$ cat config.mk
export PLATFORM = sky130hd
export DESIGN_NAME = ptamr_geom
export DESIGN_NICKNAME = d
export VERILOG_FILES = /design/src/rtl/ptamr_pkg.sv /design/src/rtl/ptamr_geom.sv
export SDC_FILE = /design/constraint.sdc
export NUM_CORES = 2
export LEC_CHECK = 0
export BUFFER_PORTS_ARGS = -buffer_cell sky130_fd_sc_hd__buf_2
export CORE_MARGIN = 3
export CORE_UTILIZATION = 55
export DETAILED_ROUTE_END_ITERATION = 16
export PLACE_DENSITY_LB_ADDON = 0.15
export SYNTH_ARGS = -nofsm -noshare
export SYNTH_HDL_FRONTEND = slang
export SYNTH_SLANG_ARGS = --single-unit
$ cat constraint.sdc
create_clock -name clk -period 9.5 [get_ports clk]
set_clock_uncertainty 0.15 [all_clocks]
set_input_delay 1.425 -clock clk [delete_from_list [all_inputs] [get_ports clk]]
set_output_delay 1.425 -clock clk [all_outputs]
set_load 0.005 [all_outputs]
$ cat src/rtl/ptamr_pkg.sv
package ptamr_pkg;

  localparam int RANGE_W      = 17;
  localparam int CORDIC_STEPS = 28;
  localparam int PRE_SHIFT    = 12;
  localparam int ITER_W       = 5;

  localparam logic [RANGE_W-1:0] RANGE_MASK = {RANGE_W{1'b1}};

  // arctangent of 2^-i in binary angle units (2^32 per turn)
  function automatic logic [31:0] atan_at(input logic [ITER_W-1:0] i);
    logic [31:0] v;
    unique case (i)
      5'd0:  v = 32'd536870912;
      5'd1:  v = 32'd316933406;
      5'd2:  v = 32'd167458907;
      5'd3:  v = 32'd85004756;
      5'd4:  v = 32'd42667331;
      5'd5:  v = 32'd21354465;
      5'd6:  v = 32'd10679838;
      5'd7:  v = 32'd5340245;
      5'd8:  v = 32'd2670163;
      5'd9:  v = 32'd1335087;
      5'd10: v = 32'd667544;
      5'd11: v = 32'd333772;
      5'd12: v = 32'd166886;
      5'd13: v = 32'd83443;
      5'd14: v = 32'd41722;
      5'd15: v = 32'd20861;
      5'd16: v = 32'd10430;
      5'd17: v = 32'd5215;
      5'd18: v = 32'd2608;
      5'd19: v = 32'd1304;
      5'd20: v = 32'd652;
      5'd21: v = 32'd326;
      5'd22: v = 32'd163;
      5'd23: v = 32'd81;
      5'd24: v = 32'd41;
      5'd25: v = 32'd20;
      5'd26: v = 32'd10;
      5'd27: v = 32'd5;
      default: v = 32'd0;
    endcase
    return v;
  endfunction

endpackage

$ cat src/rtl/ptamr_geom.sv
module ptamr_geom #(
  parameter int NUM_BINS = 360,
  parameter int BIN_W    = 9
) (
  input  logic                               clk,
  input  logic                               rst,
  input  logic                               start,
  input  logic signed [17:0]                 x_mm,
  input  logic signed [17:0]                 y_mm,
  output logic                               done,
  output logic [BIN_W-1:0]                   bin,
  output logic [ptamr_pkg::RANGE_W-1:0]      range_mm
);

  localparam logic [2:0] G_IDLE = 3'd0;
  localparam logic [2:0] G_MUL  = 3'd1;
  localparam logic [2:0] G_SUM  = 3'd2;
  localparam logic [2:0] G_RUN  = 3'd3;
  localparam logic [2:0] G_ANG  = 3'd4;
  localparam logic [2:0] G_BIN  = 3'd5;

  localparam int PW = 32 + BIN_W + 1;

  logic [2:0] state;
  logic [ptamr_pkg::ITER_W-1:0] it;
  logic [17:0] ax, ay;
  logic xneg, yneg, swap, on_xaxis, on_yaxis, on_diag, neg_xaxis;
  logic [35:0] sqx, sqy, sq;
  logic [20:0] rem;
  logic [17:0] root;
  logic signed [33:0] cx, cy;
  logic signed [31:0] z;
  logic [31:0] ang;

  logic [17:0] ax_c, ay_c, ca, cb;
  logic signed [33:0] dx, dy;
  logic [20:0] rem_sh;
  logic [19:0] trial;
  logic [31:0] zc, phi, quad, ang_c;
  logic [PW-1:0] prod;

  always_comb begin
    ax_c = x_mm[17] ? 18'(-x_mm) : 18'(x_mm);
    ay_c = y_mm[17] ? 18'(-y_mm) : 18'(y_mm);
    ca = (ay_c >= ax_c) ? ay_c : ax_c;
    cb = (ay_c >= ax_c) ? ax_c : ay_c;
    dx = cy >>> it;
    dy = cx >>> it;
    rem_sh = {rem[18:0], sq[35:34]};
    trial = {root, 2'b01};
    // clamp to the first octant
    if (z < 0) zc = 32'd0;
    else if (z > 32'sd536870912) zc = 32'd536870912;
    else zc = 32'(z);
    priority if (on_xaxis) phi = 32'd0;
    else if (on_yaxis) phi = 32'd1073741824;
    else if (on_diag) phi = 32'd536870912;
    else if (swap) phi = 32'd1073741824 - zc;
    else phi = zc;
    unique case ({xneg, yneg})
      2'b00:   quad = phi;
      2'b10:   quad = 32'h8000_0000 - phi;
      2'b11:   quad = 32'h8000_0000 + phi;
      default: quad = 32'd0 - phi;
    endcase
    ang_c = quad + 32'h8000_0000;
    prod = PW'(ang) * PW'(NUM_BINS);
  end

  always_ff @(posedge clk) begin
    if (rst) begin
      state <= G_IDLE;
      done  <= 1'b0;
    end else begin
      done <= 1'b0;
      unique case (state)
        G_IDLE: begin
          if (start) state <= G_MUL;
        end
        G_MUL: state <= G_SUM;
        G_SUM: state <= G_RUN;
        G_RUN: begin
          if (it == 5'(ptamr_pkg::CORDIC_STEPS - 1)) state <= G_ANG;
        end
        G_ANG: state <= G_BIN;
        G_BIN: begin
          state <= G_IDLE;
          done  <= 1'b1;
        end
        default: state <= G_IDLE;
      endcase
    end
  end

  always_ff @(posedge clk) begin
    unique case (state)
      G_IDLE: begin
        ax        <= ax_c;
        ay        <= ay_c;
        xneg      <= x_mm[17];
        yneg      <= y_mm[17];
        swap      <= (ay_c >= ax_c);
        on_xaxis  <= (ay_c == 18'd0);
        on_yaxis  <= (ax_c == 18'd0);
        on_diag   <= (ax_c == ay_c);
        neg_xaxis <= (y_mm == 18'sd0) && x_mm[17];
        cx        <= $signed({4'b0, ca, 12'b0});
        cy        <= $signed({4'b0, cb, 12'b0});
        z         <= 32'sd0;
        it        <= '0;
      end
      G_MUL: begin
        sqx <= ax * ax;
        sqy <= ay * ay;
      end
      G_SUM: begin
        sq   <= sqx + sqy;
        rem  <= '0;
        root <= '0;
      end
      G_RUN: begin
        it <= it + 5'd1;
        if (!cy[33]) begin
          cx <= cx + dx;
          cy <= cy - dy;
          z  <= z + $signed(ptamr_pkg::atan_at(it));
        end else begin
          cx <= cx - dx;
          cy <= cy + dy;
          z  <= z - $signed(ptamr_pkg::atan_at(it));
        end
        // one root bit per step for the first 18 steps
        if (it < 5'd18) begin
          sq <= {sq[33:0], 2'b00};
          if (rem_sh >= {1'b0, trial}) begin
            rem  <= rem_sh - {1'b0, trial};
            root <= {root[16:0], 1'b1};
          end else begin
            rem  <= rem_sh;
            root <= {root[16:0], 1'b0};
          end
        end
      end
      G_ANG: ang <= ang_c;
      G_BIN: begin
        bin      <= neg_xaxis ? BIN_W'(NUM_BINS - 1) : prod[32 +: BIN_W];
        range_mm <= root[17] ? ptamr_pkg::RANGE_MASK : root[16:0];
      end
      default: ;
    endcase
  end

endmodule

==> impl_metrics.toml <==
[detailed_routing]
first_pass_iters = 6
post-route-drc-count = 0
wl_um = 137000
via_per_inst = 6.02
drt.antenna.violating_nets = 0
vias = 40500
avgRoutedWirePerCell_um = 20.3
dr.first_iter.drc_count = 4081

[setup_path]
cp-endpoint = "sqx[35]"
regToRegEndpoint = "sqx[35]"
crit_type = "reg2reg"
reg2reg_from = "ax[8]"
regToRegSetupSlack_ps = 1680
r2r_cells = 24
worstPathArrival_ps = 8030
startpoint = "ax[8]"
worstPathMaxFanout = 18
critPathRequiredTime_ps = 9700
cp-start-kind = "flip-flop"
crit_path_end_kind = "flip-flop"

[grt]
grt_pass1_vias = 40100
antenna_found_initial = 9
grt.total_usage_pct = 28.1
grt_pass1_wl_um = 219000
grt_max_degree = 117
grt_overflow = 0

[clock_tree]
cts.sinks = 383
cts_hold_buffers = 0
cts_max_level = 2
cts_buffers = 47
cts_tree = "built"
cts_root_buffer = "clkbuf_16"
clock_latency_ps = 630
ctsResizeCount = 0
postCtsSetupBuffers = 0
cts_buffer_depth = 3
clk_pin_slew_ps = 60

[synth]
synth_top_cell_by_area = "edfxtp_1"
synth_area_um2 = 51500
synth.most_common_cell = "inv_1"
syn_inst = 5468
synth_ff_type = "edfxtp_1"
ys_types = 96
synthTopCellsByArea = "edfxtp_1, fa_1, ha_1"
post_synth.cell_area_avg_um2 = 9.41
synth-edff-count = 349
synthTopCellsByCount = "inv_1, fa_1, ha_1"
synth_nets = 6490
synth_top_area_share_pct = 20.4
ys_warn_count = 0
seq_area_frac_synth_pct = 21.7
synthArstFlopShare_pct = 0
synth-seq-cells = 383

[job]
cap_violations = 0

[timing]
finalHoldViolCount = 0
min_period_over_period_pct = 82.3
rsz0062_at_grt = "false"
relSlewSlack_pct = 16.8
fin_crit_ps = 7820
max_slew.worst_pin.slew_ps = 1240
fmax_ghz = 0.128
fin_ws_ps = 1680
timing.final.max_slew_violations = 0
finalSetupTns_ps = 0
finalSetupViolations = 0

[placed_design]
dpl-instance-area_um2 = 53100
port_buffers = 65
dp_hpwl_um = 107000
gp_congestion = 0.968
pre_cts_slack_ps = 1680

[outcome]
outcome = "complete, no violations"

[worst_hold_path]
min_path_cells = 2
hp-class = "reg2reg"

[floorplanning]
fp.coreArea_um2 = 92200
die_w_um = 312
die_y_um = 312
die_area_um2 = 97300
initial_core_util_pct = 55.8
rows = 111
io_pins = 66

[finish]
syn2layout_area_growth_pct = 6.40
fillCellCount = 8107
fin_area_um2 = 54700
seq_area_um2 = 11200
multi_input_area_um2 = 36600
final_nets = 6467
final_util_pct = 59.4
drive_gt1_share_pct = 7.19
## worst min path at each step
stage	slack, ps	end	startpoint
after floorplan	320	state[0]	state[0]
after global placement	350	sq[2]	sq[0]
after detailed placement	350	sq[2]	sq[0]
after CTS	370	sq[2]	sq[0]
after global routing	390	sq[33]	sq[31]
final	360	sq[2]	sq[0]
## sequential cells by signal, summed over array words and instances (netlist names), 19 cells and up, named ones only
name / flops
rem: 19
ang: 32
cy: 34
cx: 34
sq: 36
sqy: 35
z: 32
sqx: 35
## layer usage
metal	part of all wire, %	up-vias	wire (um)	GRT usage, %
li1	-	18900	-	-
met1	43	19800	58500	39.7
met2	44	1575	60400	43.3
met3	9.9	248	13500	7.10
met4	3.0	6	4050	7.64
met5	0.026	-	35	0
## cells by family after synthesis
family                     after synthesis  share of synthesized area [%]
xor gates and xnor gates               326                           5.55
DFF                                    383                           21.7
muxes                                  245                           6.99
adders and majority gates              983                           31.2
and+or+nand+nor                       1458                           13.7
buffers and inverters                  991                           7.32
AOI/OAI and AO/OA                     1082                           13.6
## critical path, stage by stage, from the launching register on
cell       delay, ps
edfxtp_1         790
and2_1           270
inv_1             70
fa_1             480
inv_1             50
fa_1             480
inv_1             60
fa_1             460
fa_1             490
inv_1             50
fa_1             530
inv_1             60
fa_1             530
inv_1             40
ha_1             340
a21o_1           170
a21oi_1          260
o21ai_0          210
a21oi_1          260
o31ai_1          130
a2111oi_0        830
o311a_1          340
o31ai_1          120
a211oi_1         270
xnor2_1          110
## cell usage in the layout (no fill, tap or decap), types with 70 or more instances in the layout
master and count:
inv_1 784, fa_1 499, ha_1 484, nand2_1 436, nor2_1 391, edfxtp_1 349, a21oi_1 300, xnor2_1 218
o21ai_0 213, and2_1 163, mux2i_1 115, a21o_1 112, xor2_1 108, mux4_2 87, nor3_1 84, nand3_1 70
## per-stage QoR
stage          std cells  hold slack, ps
2_1_floorplan       5468             324
3_3_place_gp        6639             351
5_1_grt             6726             392
3_5_place_dp        6639             355
4_1_cts             6726             371
6_report            6729             362
## layout make-up
class	instances	share of cell area (%)
multi-input combinational	4094	66.8
sequential	383	20.4
inverter	789	5.41
tap	1243	2.84
clock buffer	61	2.48
timing repair buffer	130	1.51
clock inverter	26	0.560
antenna	3	0.0137
Power is left out: the tool's default activity adds up to more than one toggle a clock period on the data nets, which glitch-free logic cannot reach.
